### config.mk
export PLATFORM = sky130hd
export DESIGN_NAME = integer_to_radix_ascii_flat
export DESIGN_NICKNAME = d
export VERILOG_FILES = /design/src/sv/ira_pkg.sv /design/src/sv/ira_if.sv /design/src/sv/ira_front.sv /design/src/sv/ira_fifo.sv /design/src/sv/ira_back.sv /design/src/sv/integer_to_radix_ascii.sv /design/src/flat_wrapper.sv
export SDC_FILE = /design/constraint.sdc
export NUM_CORES = 1
export LEC_CHECK = 0
export ABC_AREA = 1
export CAP_MARGIN = 20
export CORE_MARGIN = 2
export CORE_UTILIZATION = 45
export CTS_BUF_LIST = sky130_fd_sc_hd__clkbuf_4
export CTS_CLUSTER_DIAMETER = 50
export DETAILED_ROUTE_END_ITERATION = 6
export DONT_BUFFER_PORTS = 1
export SETUP_SLACK_MARGIN = 0.1
export SYNTH_ARGS = -nofsm -noshare
export SYNTH_HDL_FRONTEND = slang
export SYNTH_SLANG_ARGS = --single-unit
### constraint.sdc
create_clock -name clk_i -period 14.8 [get_ports clk_i]
set_clock_uncertainty 0.1 [all_clocks]
set_input_delay 2.96 -clock clk_i [delete_from_list [all_inputs] [get_ports clk_i]]
set_output_delay 2.96 -clock clk_i [all_outputs]
set_load 0.01 [all_outputs]
### src/sv/ira_pkg.sv
// shared types, constants and helpers for the radix ascii formatter
package ira_pkg;

  localparam int ValueW     = 64;
  localparam int MinDigitsW = 6;
  localparam int CharW      = 8;
  localparam int LenW       = 7;
  localparam int RadixW     = 6;
  localparam int FlagsW     = 4;
  localparam int CfgIdxW    = 4;
  localparam int CfgDataW   = 8;

  localparam int OutputLimit     = 64;
  localparam int DigitStoreDepth = 64;
  localparam int DigitW          = 6;
  localparam int AddrW           = $clog2(DigitStoreDepth);
  localparam int QueueDepth      = 2;

  localparam logic [RadixW-1:0] RadixMin = 6'd2;
  localparam logic [RadixW-1:0] RadixMax = 6'd36;
  localparam logic [RadixW-1:0] RadixHex = 6'd16;
  localparam logic [RadixW-1:0] RadixOct = 6'd8;

  localparam int FlagPlus  = 0;
  localparam int FlagSpace = 1;
  localparam int FlagAlt   = 2;
  localparam int FlagUpper = 3;

  localparam logic [CharW-1:0] ChZero   = 8'h30;
  localparam logic [CharW-1:0] ChPlus   = 8'h2B;
  localparam logic [CharW-1:0] ChMinus  = 8'h2D;
  localparam logic [CharW-1:0] ChSpace  = 8'h20;
  localparam logic [CharW-1:0] ChUpperA = 8'h41;
  localparam logic [CharW-1:0] ChLowerA = 8'h61;
  localparam logic [CharW-1:0] ChUpperX = 8'h58;
  localparam logic [CharW-1:0] ChLowerX = 8'h78;
  localparam logic [CharW-1:0] ChNul    = 8'h00;

  typedef enum logic [CfgIdxW-1:0] {
    CFG_RADIX = 4'd0,
    CFG_FLAGS = 4'd1
  } cfg_reg_e;

  typedef struct packed {
    logic                  bad;
    logic                  has_sign;
    logic [CharW-1:0]      sign_char;
    logic [1:0]            pfx_cnt;
    logic                  upper;
    logic [RadixW-1:0]     radix;
    logic [MinDigitsW-1:0] min_digits;
    logic [ValueW-1:0]     mag;
  } job_t;

  function automatic logic [CharW-1:0] digit_char(input logic [DigitW-1:0] d,
                                                  input logic upper);
    logic [CharW-1:0] base;
    base = upper ? ChUpperA : ChLowerA;
    if (d < DigitW'(10)) begin
      return ChZero + CharW'(d);
    end
    return base + CharW'(d) - CharW'(10);
  endfunction

endpackage

### src/sv/ira_if.sv
// channel interfaces: input words, output words and register writes
interface ira_in_if;
  logic                             valid;
  logic                             ready;
  logic signed [ira_pkg::ValueW-1:0] value;
  logic [ira_pkg::MinDigitsW-1:0]   min_digits;
  modport source (output valid, value, min_digits, input ready);
  modport sink (input valid, value, min_digits, output ready);
endinterface

interface ira_out_if;
  logic                        valid;
  logic                        ready;
  logic [ira_pkg::CharW-1:0]   character;
  logic                        last;
  logic                        truncated;
  logic [ira_pkg::LenW-1:0]    total_length;
  logic                        bad_radix;
  modport source (output valid, character, last, truncated, total_length, bad_radix,
                  input ready);
  modport sink (input valid, character, last, truncated, total_length, bad_radix,
                output ready);
endinterface

interface ira_cfg_if;
  logic                         valid;
  logic                         ready;
  logic [ira_pkg::CfgIdxW-1:0]  index;
  logic [ira_pkg::CfgDataW-1:0] data;
  modport source (output valid, index, data, input ready);
  modport sink (input valid, index, data, output ready);
endinterface

### src/sv/ira_front.sv
// front end: register file, input acceptance and per-word classification
module ira_front (
  input  logic          clk_i,
  input  logic          rst_ni,
  ira_in_if.sink        in_i,
  ira_cfg_if.sink       cfg_i,
  output logic          push_valid_o,
  input  logic          push_ready_i,
  output ira_pkg::job_t push_job_o
);

  logic [ira_pkg::RadixW-1:0] radix_q;
  logic [ira_pkg::FlagsW-1:0] flags_q;
  logic                       neg;
  logic [ira_pkg::ValueW-1:0] mag;

  assign cfg_i.ready = 1'b1;

  always_ff @(posedge clk_i or negedge rst_ni) begin
    if (!rst_ni) begin
      radix_q <= 6'd10;
      flags_q <= '0;
    end else if (cfg_i.valid) begin
      unique case (cfg_i.index)
        ira_pkg::CFG_RADIX: radix_q <= cfg_i.data[ira_pkg::RadixW-1:0];
        ira_pkg::CFG_FLAGS: flags_q <= cfg_i.data[ira_pkg::FlagsW-1:0];
        default: ;
      endcase
    end
  end

  assign in_i.ready   = push_ready_i;
  assign push_valid_o = in_i.valid;

  always_comb begin
    neg = in_i.value[ira_pkg::ValueW-1];
    mag = neg ? (~$unsigned(in_i.value) + 64'd1) : $unsigned(in_i.value);

    push_job_o.bad        = (radix_q < ira_pkg::RadixMin) || (radix_q > ira_pkg::RadixMax);
    push_job_o.upper      = flags_q[ira_pkg::FlagUpper];
    push_job_o.radix      = radix_q;
    push_job_o.min_digits = in_i.min_digits;
    push_job_o.mag        = mag;

    priority if (flags_q[ira_pkg::FlagPlus] && !neg) begin
      push_job_o.has_sign  = 1'b1;
      push_job_o.sign_char = ira_pkg::ChPlus;
    end else if (flags_q[ira_pkg::FlagSpace] && !neg) begin
      push_job_o.has_sign  = 1'b1;
      push_job_o.sign_char = ira_pkg::ChSpace;
    end else if (neg) begin
      push_job_o.has_sign  = 1'b1;
      push_job_o.sign_char = ira_pkg::ChMinus;
    end else begin
      push_job_o.has_sign  = 1'b0;
      push_job_o.sign_char = ira_pkg::ChNul;
    end

    priority if (flags_q[ira_pkg::FlagAlt] && radix_q == ira_pkg::RadixHex) begin
      push_job_o.pfx_cnt = 2'd2;
    end else if (flags_q[ira_pkg::FlagAlt] && radix_q == ira_pkg::RadixOct && mag != '0) begin
      push_job_o.pfx_cnt = 2'd1;
    end else begin
      push_job_o.pfx_cnt = 2'd0;
    end
  end

endmodule

### src/sv/ira_fifo.sv
// short job queue between front and back
module ira_fifo (
  input  logic          clk_i,
  input  logic          rst_ni,
  input  logic          push_valid_i,
  output logic          push_ready_o,
  input  ira_pkg::job_t push_job_i,
  output logic          pop_valid_o,
  input  logic          pop_ready_i,
  output ira_pkg::job_t pop_job_o
);

  localparam int PtrW = $clog2(ira_pkg::QueueDepth);
  localparam int CntW = $clog2(ira_pkg::QueueDepth + 1);

  ira_pkg::job_t   mem_q [ira_pkg::QueueDepth];
  logic [PtrW-1:0] wr_ptr_q;
  logic [PtrW-1:0] rd_ptr_q;
  logic [CntW-1:0] cnt_q;
  logic            push;
  logic            pop;

  assign push_ready_o = (cnt_q != CntW'(ira_pkg::QueueDepth));
  assign pop_valid_o  = (cnt_q != '0);
  assign pop_job_o    = mem_q[rd_ptr_q];
  assign push         = push_valid_i && push_ready_o;
  assign pop          = pop_valid_o && pop_ready_i;

  always_ff @(posedge clk_i) begin
    if (push) begin
      mem_q[wr_ptr_q] <= push_job_i;
    end
  end

  always_ff @(posedge clk_i or negedge rst_ni) begin
    if (!rst_ni) begin
      wr_ptr_q <= '0;
      rd_ptr_q <= '0;
      cnt_q    <= '0;
    end else begin
      if (push) begin
        wr_ptr_q <= (wr_ptr_q == PtrW'(ira_pkg::QueueDepth - 1)) ? '0 : wr_ptr_q + 1'b1;
      end
      if (pop) begin
        rd_ptr_q <= (rd_ptr_q == PtrW'(ira_pkg::QueueDepth - 1)) ? '0 : rd_ptr_q + 1'b1;
      end
      if (push && !pop) begin
        cnt_q <= cnt_q + 1'b1;
      end else if (pop && !push) begin
        cnt_q <= cnt_q - 1'b1;
      end
    end
  end

endmodule

### src/sv/ira_back.sv
// back end: digit extraction by iterated division, digit store and character output
module ira_back #(
  parameter int OUTPUT_LIMIT = ira_pkg::OutputLimit
) (
  input  logic          clk_i,
  input  logic          rst_ni,
  input  logic          pop_valid_i,
  output logic          pop_ready_o,
  input  ira_pkg::job_t pop_job_i,
  ira_out_if.source     out_o
);

  localparam int BitsPerCycle = 8;
  localparam int StepsPerDigit = ira_pkg::ValueW / BitsPerCycle;
  localparam int StepW = $clog2(StepsPerDigit);
  localparam int LenW = ira_pkg::LenW;
  localparam int AddrW = ira_pkg::AddrW;
  localparam logic [LenW-1:0] Limit = LenW'(OUTPUT_LIMIT);

  typedef enum logic [2:0] {
    ST_IDLE,
    ST_DIV,
    ST_LEN,
    ST_EMIT,
    ST_ERR
  } state_e;

  state_e                      state_q;
  ira_pkg::job_t               job_q;
  logic [ira_pkg::ValueW-1:0]  dq_q;
  logic [ira_pkg::DigitW-1:0]  rem_q;
  logic [StepW-1:0]            step_q;
  logic [LenW-1:0]             count_q;
  logic [AddrW-1:0]            dp_q;
  logic [AddrW-1:0]            dp_d;
  logic [LenW-1:0]             k_q;
  logic [LenW-1:0]             b1_q;
  logic [LenW-1:0]             b2_q;
  logic [LenW-1:0]             b3_q;
  logic [LenW-1:0]             len_q;
  logic [LenW-1:0]             emit_q;
  logic [ira_pkg::DigitW-1:0]  rd_q;
  logic [ira_pkg::DigitW-1:0]  store_q [ira_pkg::DigitStoreDepth];

  logic                        ovalid_q;
  logic [ira_pkg::CharW-1:0]   ochar_q;
  logic                        olast_q;
  logic                        otrunc_q;
  logic [LenW-1:0]             olen_q;
  logic                        obad_q;

  logic [ira_pkg::ValueW-1:0]  quo_c;
  logic [ira_pkg::DigitW-1:0]  rem_c;
  logic [ira_pkg::DigitW:0]    trial;
  logic                        wr_en;
  logic [LenW-1:0]             mind_w;
  logic [LenW-1:0]             pad;
  logic [LenW-1:0]             b1_d;
  logic [LenW-1:0]             b2_d;
  logic [LenW-1:0]             b3_d;
  logic [LenW-1:0]             len_d;
  logic                        out_free;
  logic                        load_out;
  logic                        in_digits;
  logic                        fin;
  logic [ira_pkg::CharW-1:0]   char_c;

  // restoring division, several quotient bits per cycle
  always_comb begin
    quo_c = dq_q;
    rem_c = rem_q;
    trial = '0;
    for (int i = 0; i < BitsPerCycle; i++) begin
      trial = {rem_c, quo_c[ira_pkg::ValueW-1]};
      if (trial >= {1'b0, job_q.radix}) begin
        rem_c = ira_pkg::DigitW'(trial - {1'b0, job_q.radix});
        quo_c = {quo_c[ira_pkg::ValueW-2:0], 1'b1};
      end else begin
        rem_c = trial[ira_pkg::DigitW-1:0];
        quo_c = {quo_c[ira_pkg::ValueW-2:0], 1'b0};
      end
    end
  end

  assign wr_en = (state_q == ST_DIV) && (step_q == StepW'(StepsPerDigit - 1));

  always_comb begin
    mind_w = {1'b0, job_q.min_digits};
    pad    = (mind_w > count_q) ? mind_w - count_q : '0;
    b1_d   = LenW'(job_q.has_sign);
    b2_d   = b1_d + LenW'(job_q.pfx_cnt);
    b3_d   = b2_d + pad;
    len_d  = b3_d + count_q;
  end

  assign out_free  = !ovalid_q || out_o.ready;
  assign load_out  = out_free && ((state_q == ST_EMIT) || (state_q == ST_ERR));
  assign in_digits = (k_q >= b3_q);
  assign fin       = (k_q + 1'b1 == emit_q);

  always_comb begin
    priority if (k_q < b1_q) begin
      char_c = job_q.sign_char;
    end else if (k_q < b2_q) begin
      if (k_q == b1_q) begin
        char_c = ira_pkg::ChZero;
      end else begin
        char_c = job_q.upper ? ira_pkg::ChUpperX : ira_pkg::ChLowerX;
      end
    end else if (k_q < b3_q) begin
      char_c = ira_pkg::ChZero;
    end else begin
      char_c = ira_pkg::digit_char(rd_q, job_q.upper);
    end
  end

  always_comb begin
    unique case (state_q)
      ST_LEN:  dp_d = count_q[AddrW-1:0] - 1'b1;
      ST_EMIT: dp_d = (out_free && in_digits) ? dp_q - 1'b1 : dp_q;
      default: dp_d = dp_q;
    endcase
  end

  // digit store, read one entry ahead of the output
  always_ff @(posedge clk_i) begin
    if (wr_en) begin
      store_q[count_q[AddrW-1:0]] <= rem_c;
    end
    rd_q <= store_q[dp_d];
  end

  assign pop_ready_o = (state_q == ST_IDLE);

  always_ff @(posedge clk_i or negedge rst_ni) begin
    if (!rst_ni) begin
      state_q  <= ST_IDLE;
      ovalid_q <= 1'b0;
      step_q   <= '0;
      count_q  <= '0;
      k_q      <= '0;
      dp_q     <= '0;
    end else begin
      dp_q <= dp_d;
      if (load_out) begin
        ovalid_q <= 1'b1;
      end else if (out_o.ready) begin
        ovalid_q <= 1'b0;
      end
      unique case (state_q)
        ST_IDLE: begin
          if (pop_valid_i) begin
            job_q   <= pop_job_i;
            dq_q    <= pop_job_i.mag;
            rem_q   <= '0;
            step_q  <= '0;
            count_q <= '0;
            state_q <= pop_job_i.bad ? ST_ERR : ST_DIV;
          end
        end
        ST_DIV: begin
          dq_q   <= quo_c;
          rem_q  <= wr_en ? '0 : rem_c;
          step_q <= step_q + 1'b1;
          if (wr_en) begin
            count_q <= count_q + 1'b1;
            if (quo_c == '0 || count_q == LenW'(ira_pkg::DigitStoreDepth - 1)) begin
              state_q <= ST_LEN;
            end
          end
        end
        ST_LEN: begin
          b1_q    <= b1_d;
          b2_q    <= b2_d;
          b3_q    <= b3_d;
          len_q   <= len_d;
          emit_q  <= (len_d < Limit) ? len_d : Limit;
          k_q     <= '0;
          state_q <= ST_EMIT;
        end
        ST_EMIT: begin
          if (out_free) begin
            ochar_q  <= char_c;
            olast_q  <= fin;
            otrunc_q <= fin && (len_q > Limit);
            olen_q   <= fin ? len_q : '0;
            obad_q   <= 1'b0;
            k_q      <= k_q + 1'b1;
            if (fin) begin
              state_q <= ST_IDLE;
            end
          end
        end
        ST_ERR: begin
          if (out_free) begin
            ochar_q  <= ira_pkg::ChNul;
            olast_q  <= 1'b1;
            otrunc_q <= 1'b0;
            olen_q   <= '0;
            obad_q   <= 1'b1;
            state_q  <= ST_IDLE;
          end
        end
        default: state_q <= ST_IDLE;
      endcase
    end
  end

  assign out_o.valid        = ovalid_q;
  assign out_o.character    = ochar_q;
  assign out_o.last         = olast_q;
  assign out_o.truncated    = otrunc_q;
  assign out_o.total_length = olen_q;
  assign out_o.bad_radix    = obad_q;

endmodule

### src/sv/integer_to_radix_ascii.sv
// top level: signed 64-bit integer to ascii text in radix 2 to 36
// flow: a word is taken from the queue, the division loop takes all 64 dividend bits
//   for each digit (8 quotient bits a cycle), the text is sized, then one character
//   a cycle goes out while the output is not stalled
// a bad radix skips division and sizing; the two-entry queue takes words while the back end works
// reset: radix 10, flags 0, queue and output empty; the digit store is not cleared
module integer_to_radix_ascii #(
  parameter int OUTPUT_LIMIT = ira_pkg::OutputLimit
) (
  input  logic       clk_i,
  input  logic       rst_ni,
  ira_in_if.sink     in_i,
  ira_cfg_if.sink    cfg_i,
  ira_out_if.source  out_o
);

  logic          push_valid;
  logic          push_ready;
  ira_pkg::job_t push_job;
  logic          pop_valid;
  logic          pop_ready;
  ira_pkg::job_t pop_job;

  ira_front u_front (
    .clk_i        (clk_i),
    .rst_ni       (rst_ni),
    .in_i         (in_i),
    .cfg_i        (cfg_i),
    .push_valid_o (push_valid),
    .push_ready_i (push_ready),
    .push_job_o   (push_job)
  );

  ira_fifo u_fifo (
    .clk_i        (clk_i),
    .rst_ni       (rst_ni),
    .push_valid_i (push_valid),
    .push_ready_o (push_ready),
    .push_job_i   (push_job),
    .pop_valid_o  (pop_valid),
    .pop_ready_i  (pop_ready),
    .pop_job_o    (pop_job)
  );

  ira_back #(
    .OUTPUT_LIMIT (OUTPUT_LIMIT)
  ) u_back (
    .clk_i       (clk_i),
    .rst_ni      (rst_ni),
    .pop_valid_i (pop_valid),
    .pop_ready_o (pop_ready),
    .pop_job_i   (pop_job),
    .out_o       (out_o)
  );

endmodule
### src/flat_wrapper.sv
// flat-port wrapper written by rule: the top's interface ports become plain ports
module integer_to_radix_ascii_flat 
#(
  parameter int OUTPUT_LIMIT = ira_pkg::OutputLimit
)
  (clk_i, rst_ni, in_i_valid, in_i_value, in_i_min_digits, in_i_ready, cfg_i_valid, cfg_i_index, cfg_i_data, cfg_i_ready, out_o_valid, out_o_character, out_o_last, out_o_truncated, out_o_total_length, out_o_bad_radix, out_o_ready);
  ira_in_if in_i_i ();
  ira_cfg_if cfg_i_i ();
  ira_out_if out_o_i ();
  input  logic clk_i;
  input  logic rst_ni;
  input wire logic [$bits(in_i_i.valid)-1:0] in_i_valid;
  input wire logic [$bits(in_i_i.value)-1:0] in_i_value;
  input wire logic [$bits(in_i_i.min_digits)-1:0] in_i_min_digits;
  output wire logic [$bits(in_i_i.ready)-1:0] in_i_ready;
  input wire logic [$bits(cfg_i_i.valid)-1:0] cfg_i_valid;
  input wire logic [$bits(cfg_i_i.index)-1:0] cfg_i_index;
  input wire logic [$bits(cfg_i_i.data)-1:0] cfg_i_data;
  output wire logic [$bits(cfg_i_i.ready)-1:0] cfg_i_ready;
  output wire logic [$bits(out_o_i.valid)-1:0] out_o_valid;
  output wire logic [$bits(out_o_i.character)-1:0] out_o_character;
  output wire logic [$bits(out_o_i.last)-1:0] out_o_last;
  output wire logic [$bits(out_o_i.truncated)-1:0] out_o_truncated;
  output wire logic [$bits(out_o_i.total_length)-1:0] out_o_total_length;
  output wire logic [$bits(out_o_i.bad_radix)-1:0] out_o_bad_radix;
  input wire logic [$bits(out_o_i.ready)-1:0] out_o_ready;
  assign in_i_i.valid = in_i_valid;
  assign in_i_i.value = in_i_value;
  assign in_i_i.min_digits = in_i_min_digits;
  assign in_i_ready = in_i_i.ready;
  assign cfg_i_i.valid = cfg_i_valid;
  assign cfg_i_i.index = cfg_i_index;
  assign cfg_i_i.data = cfg_i_data;
  assign cfg_i_ready = cfg_i_i.ready;
  assign out_o_valid = out_o_i.valid;
  assign out_o_character = out_o_i.character;
  assign out_o_last = out_o_i.last;
  assign out_o_truncated = out_o_i.truncated;
  assign out_o_total_length = out_o_i.total_length;
  assign out_o_bad_radix = out_o_i.bad_radix;
  assign out_o_i.ready = out_o_ready;
  integer_to_radix_ascii #(.OUTPUT_LIMIT(OUTPUT_LIMIT)) u_core (.clk_i(clk_i), .rst_ni(rst_ni), .in_i(in_i_i), .cfg_i(cfg_i_i), .out_o(out_o_i));
endmodule
==> impl_metrics.yaml <==
status:
  status: "finished clean"
route:
  drc: 0
  wirelength_um: 85400
  wl_per_cell_um: 19.1
  ant_nets: 0
  via_per_inst: 5.41
  initialDrtViolationCount: 1711
  vias: 24100
  firstDrtPassIters: 5
global_routing:
  antenna_found_initial: 2
  grt_usage_pct: 21.7
  grt_max_degree: 100
  grt_pass1_wl_um: 133000
  grt_pass1_vias: 24500
  grt_remaining_overflow: 0
synthesis:
  synth-seq-cells: 731
  ys.flop_type: "edfxtp_1"
  yosysSeqAreaShare_pct: 62.4
  synth_edf_count: 684
  async_flop_share_pct: 5.61
  synth_top_cell_area_share_pct: 59.1
  synth_area_leaders: "edfxtp_1 (59%), nand2_1 (4.8%), o211ai_1 (4.3%), nor2_1 (3.7%), ha_1 (3.3%)"
  netlist_instances: 3134
  syn_nets: 3325
  syn_avg_cell_area_um2: 11.1
  synth_cell_types: 57
  synth_top_cell_by_area: "edfxtp_1"
  synth_area_um2: 34700
  yosys_warnings: 0
worst_setup_path:
  crit_top_cell: "nand2_1"
  critPathArrivalTime_ns: 14.29
  timing.rr.start: "u_core.u_back.rem_q[4]$_SDFFCE_PN0P_"
  cp_max_fo: 17
  startpoint: "u_core.u_back.rem_q[4]$_SDFFCE_PN0P_"
  path_depth: 87
  cp_num_buf_inv: 17
  slowest_stage: "edfxtp_1"
  startpoint_type: "flop"
  crit_type: "flop to flop"
  critical_path.max_stage_delay_ns: 0.46
  ff2ff_setup_slack_ns: 1.12
  end_kind: "flop"
  required_ns: 15.41
  cp_top_family: "compound AO/OA/AOI/OAI gates"
  r2r_end: "u_core.u_back.store_q[22][3]$_DFFE_PP_"
  r2r_cells: 87
placed_design:
  place_hpwl_um: 55800
  port_buffers: 0
  place_congestion: 0.910
  place_area_um2: 36500
cts:
  postCtsHoldBufs: 0
  numCtsBuffers: 188
  cts-root-buf: "clkbuf_4"
  clk_pin_slew_worst_paths_ns: 0.07
  clock_path_buffers: 3
  cts_tree: "yes"
  cts.sinks: 731
  insertion_delay_ns: 1.04
  htreeDepth: 4
floorplan:
  dieHeight_um: 282
  rows: 101
  die_w_um: 282
  design.portCount: 108
  dieArea_um2: 79400
  initial_core_util_pct: 45.6
  coreArea_um2: 76200
sta:
  slew_headroom_pct: 23.9
  finalCritPeriodShare_pct: 92.4
  fin_tns_setup_ns: 0
  setup_violations: 0
  report.final.slew_viol_count: 0
  hold_viol_final: 0
  layout_min_cycle_time_ns: 13.68
  rsz0062_at_grt: "no"
  max_freq_mhz: 73.1
  worstMarginPinSlew_ns: 1.13
layout:
  nets: 3485
  drive_above_1_share_pct: 18.4
  syn2layout_area_growth_pct: 12.4
  finalInstanceArea_um2: 39000
  final_core_util_pct: 51.2
worst_hold_path:
  hold_depth: 2
  hp-class: "flop to flop"
  hold_start: "u_core.u_fifo.mem_q[0][68]$_DFFE_PP_"
  hold_end: "u_core.u_back.job_q[68]$_DFFE_PP_"
flow_run:
  drv_cap: 0
[metal layers]
layer,vias up,GRT usage (%),share of wire (%)
li1,11600,-,-
met1,11700,27.1,42
met2,712,36.3,49
met3,147,4.99,5.8
met4,0,9.27,2.5
met5,-,0,0
[registers in the layout (all words and copies together) (netlist names), 8 cells and up]
| register | cells |
|---|---|
| u_core.u_back.out_o.character | 8 |
| u_core.u_back.dq_q | 64 |
| u_core.u_fifo.mem_q | 168 |
| u_core.u_back.store_q | 384 |
| u_core.u_back.job_q | 19 |
[worst max path at each step]
stage	end	slack [ns]
floorplan	u_core.u_back.store_q[0][4]$_DFFE_PP_	1.28
global placement	u_core.u_back.store_q[14][5]$_DFFE_PP_	0.95
detailed placement	u_core.u_back.store_q[6][5]$_DFFE_PP_	0.62
CTS	u_core.u_back.store_q[11][5]$_DFFE_PP_	0.54
global route	u_core.u_back.store_q[2][3]$_DFFE_PP_	0.05
finish	u_core.u_back.store_q[22][3]$_DFFE_PP_	1.12
[cells in the mapped netlist, types with 3 or more instances]
cell	count
a31oi_1	69
ha_1	92
edfxtp_1	684
o21ai_0	100
nor2_1	339
nand2_1	448
o21bai_1	7
o21ai_2	3
buf_1	9
buf_2	5
dfxtp_1	6
nor3_1	40
clkinv_1	4
nand3_2	6
dfrtp_1	39
o22ai_1	7
o31ai_1	8
o21a_1	9
nand3_1	218
xnor2_1	46
or2_2	156
nor2_4	3
fa_1	12
nor4_1	34
a21oi_2	4
xor2_1	67
nand3_4	3
nor2_2	8
a21oi_1	57
inv_1	245
o21ai_1	19
clkbuf_1	109
inv_2	7
o211ai_1	197
buf_6	3
nand4_1	25
nand2_2	14
a211oi_1	3
[cells in the final DEF, fill, tap and decap left out, types with 4 or more instances in the layout]
cell type / instances
a21oi_1: 55
a21oi_2: 5
a31oi_1: 69
buf_12: 19
buf_4: 78
bufinv_16: 4
clkbuf_4: 269
clkinv_1: 37
clkinv_2: 9
dfrtp_1: 38
dfxtp_1: 6
edfxtp_1: 684
fa_1: 12
ha_1: 91
inv_1: 238
inv_2: 14
inv_6: 5
nand2_1: 446
nand2_2: 14
nand2_4: 4
nand3_1: 218
nand3_2: 6
nand4_1: 25
nor2_1: 333
nor2_2: 11
nor2_4: 6
nor3_1: 39
nor4_1: 34
o211ai_1: 197
o21a_1: 9
o21ai_0: 97
o21ai_1: 20
o21ai_2: 4
o21bai_1: 7
o22ai_1: 7
o31ai_1: 7
or2_2: 156
xnor2_1: 46
xor2_1: 67
[kinds of logic (layout without fill, tap and decap cells)]
kind of cell,Yosys count,in the layout,share of synthesized area (%)
AND/OR/NAND/NOR,1304,1304,17.1
flip-flops,731,731,62.4
AO/OA/AOI/OAI,495,495,9.22
buffers and inverters,383,682,4.23
XOR/XNOR,113,113,2.85
adder cells (fa/ha/maj),104,104,4.01
multiplexers,3,3,0.0937
other,1,3,0.0108
[stage by stage]
stage / instances / setup WS (ns) / hold slack [ns]
floorplan: 3134 / 1.28 / 0.342
global placement: 4124 / 0.952 / 0.355
detailed placement: 4124 / 0.624 / 0.376
CTS: 4453 / 0.537 / 0.381
global route: 4465 / 0.0493 / 0.417
finish: 4465 / 1.12 / 0.389
[worst min-delay path, delay by kind of cell (launching register included)]
kind / cells / cell delay (ns)
flops: 1 / 0.33
simple gates: 2 / 0.09
[area by class of cell]
type / count / area (um2)
Fill cell: 6798 / 37200
Sequential cell: 731 / 21700
Multi-Input combinational cell: 2020 / 11700
Clock buffer: 269 / 2020
Tap cell: 1030 / 1290
Timing Repair Buffer: 97 / 966
Inverter: 256 / 966
Clock inverter: 60 / 422
Antenna cell: 2 / 5.00
[timing repair]
| action | 4_1_cts | 5_1_grt |
|---|---|---|
| resized for setup | 0 | 12 |
| buffers inserted | 0 | 10 |
| endpoints found under the setup margin | 0 | 394 |
Power is left out: the tool's default activity adds up to more than one toggle a clock period on the data nets, which glitch-free logic cannot reach.
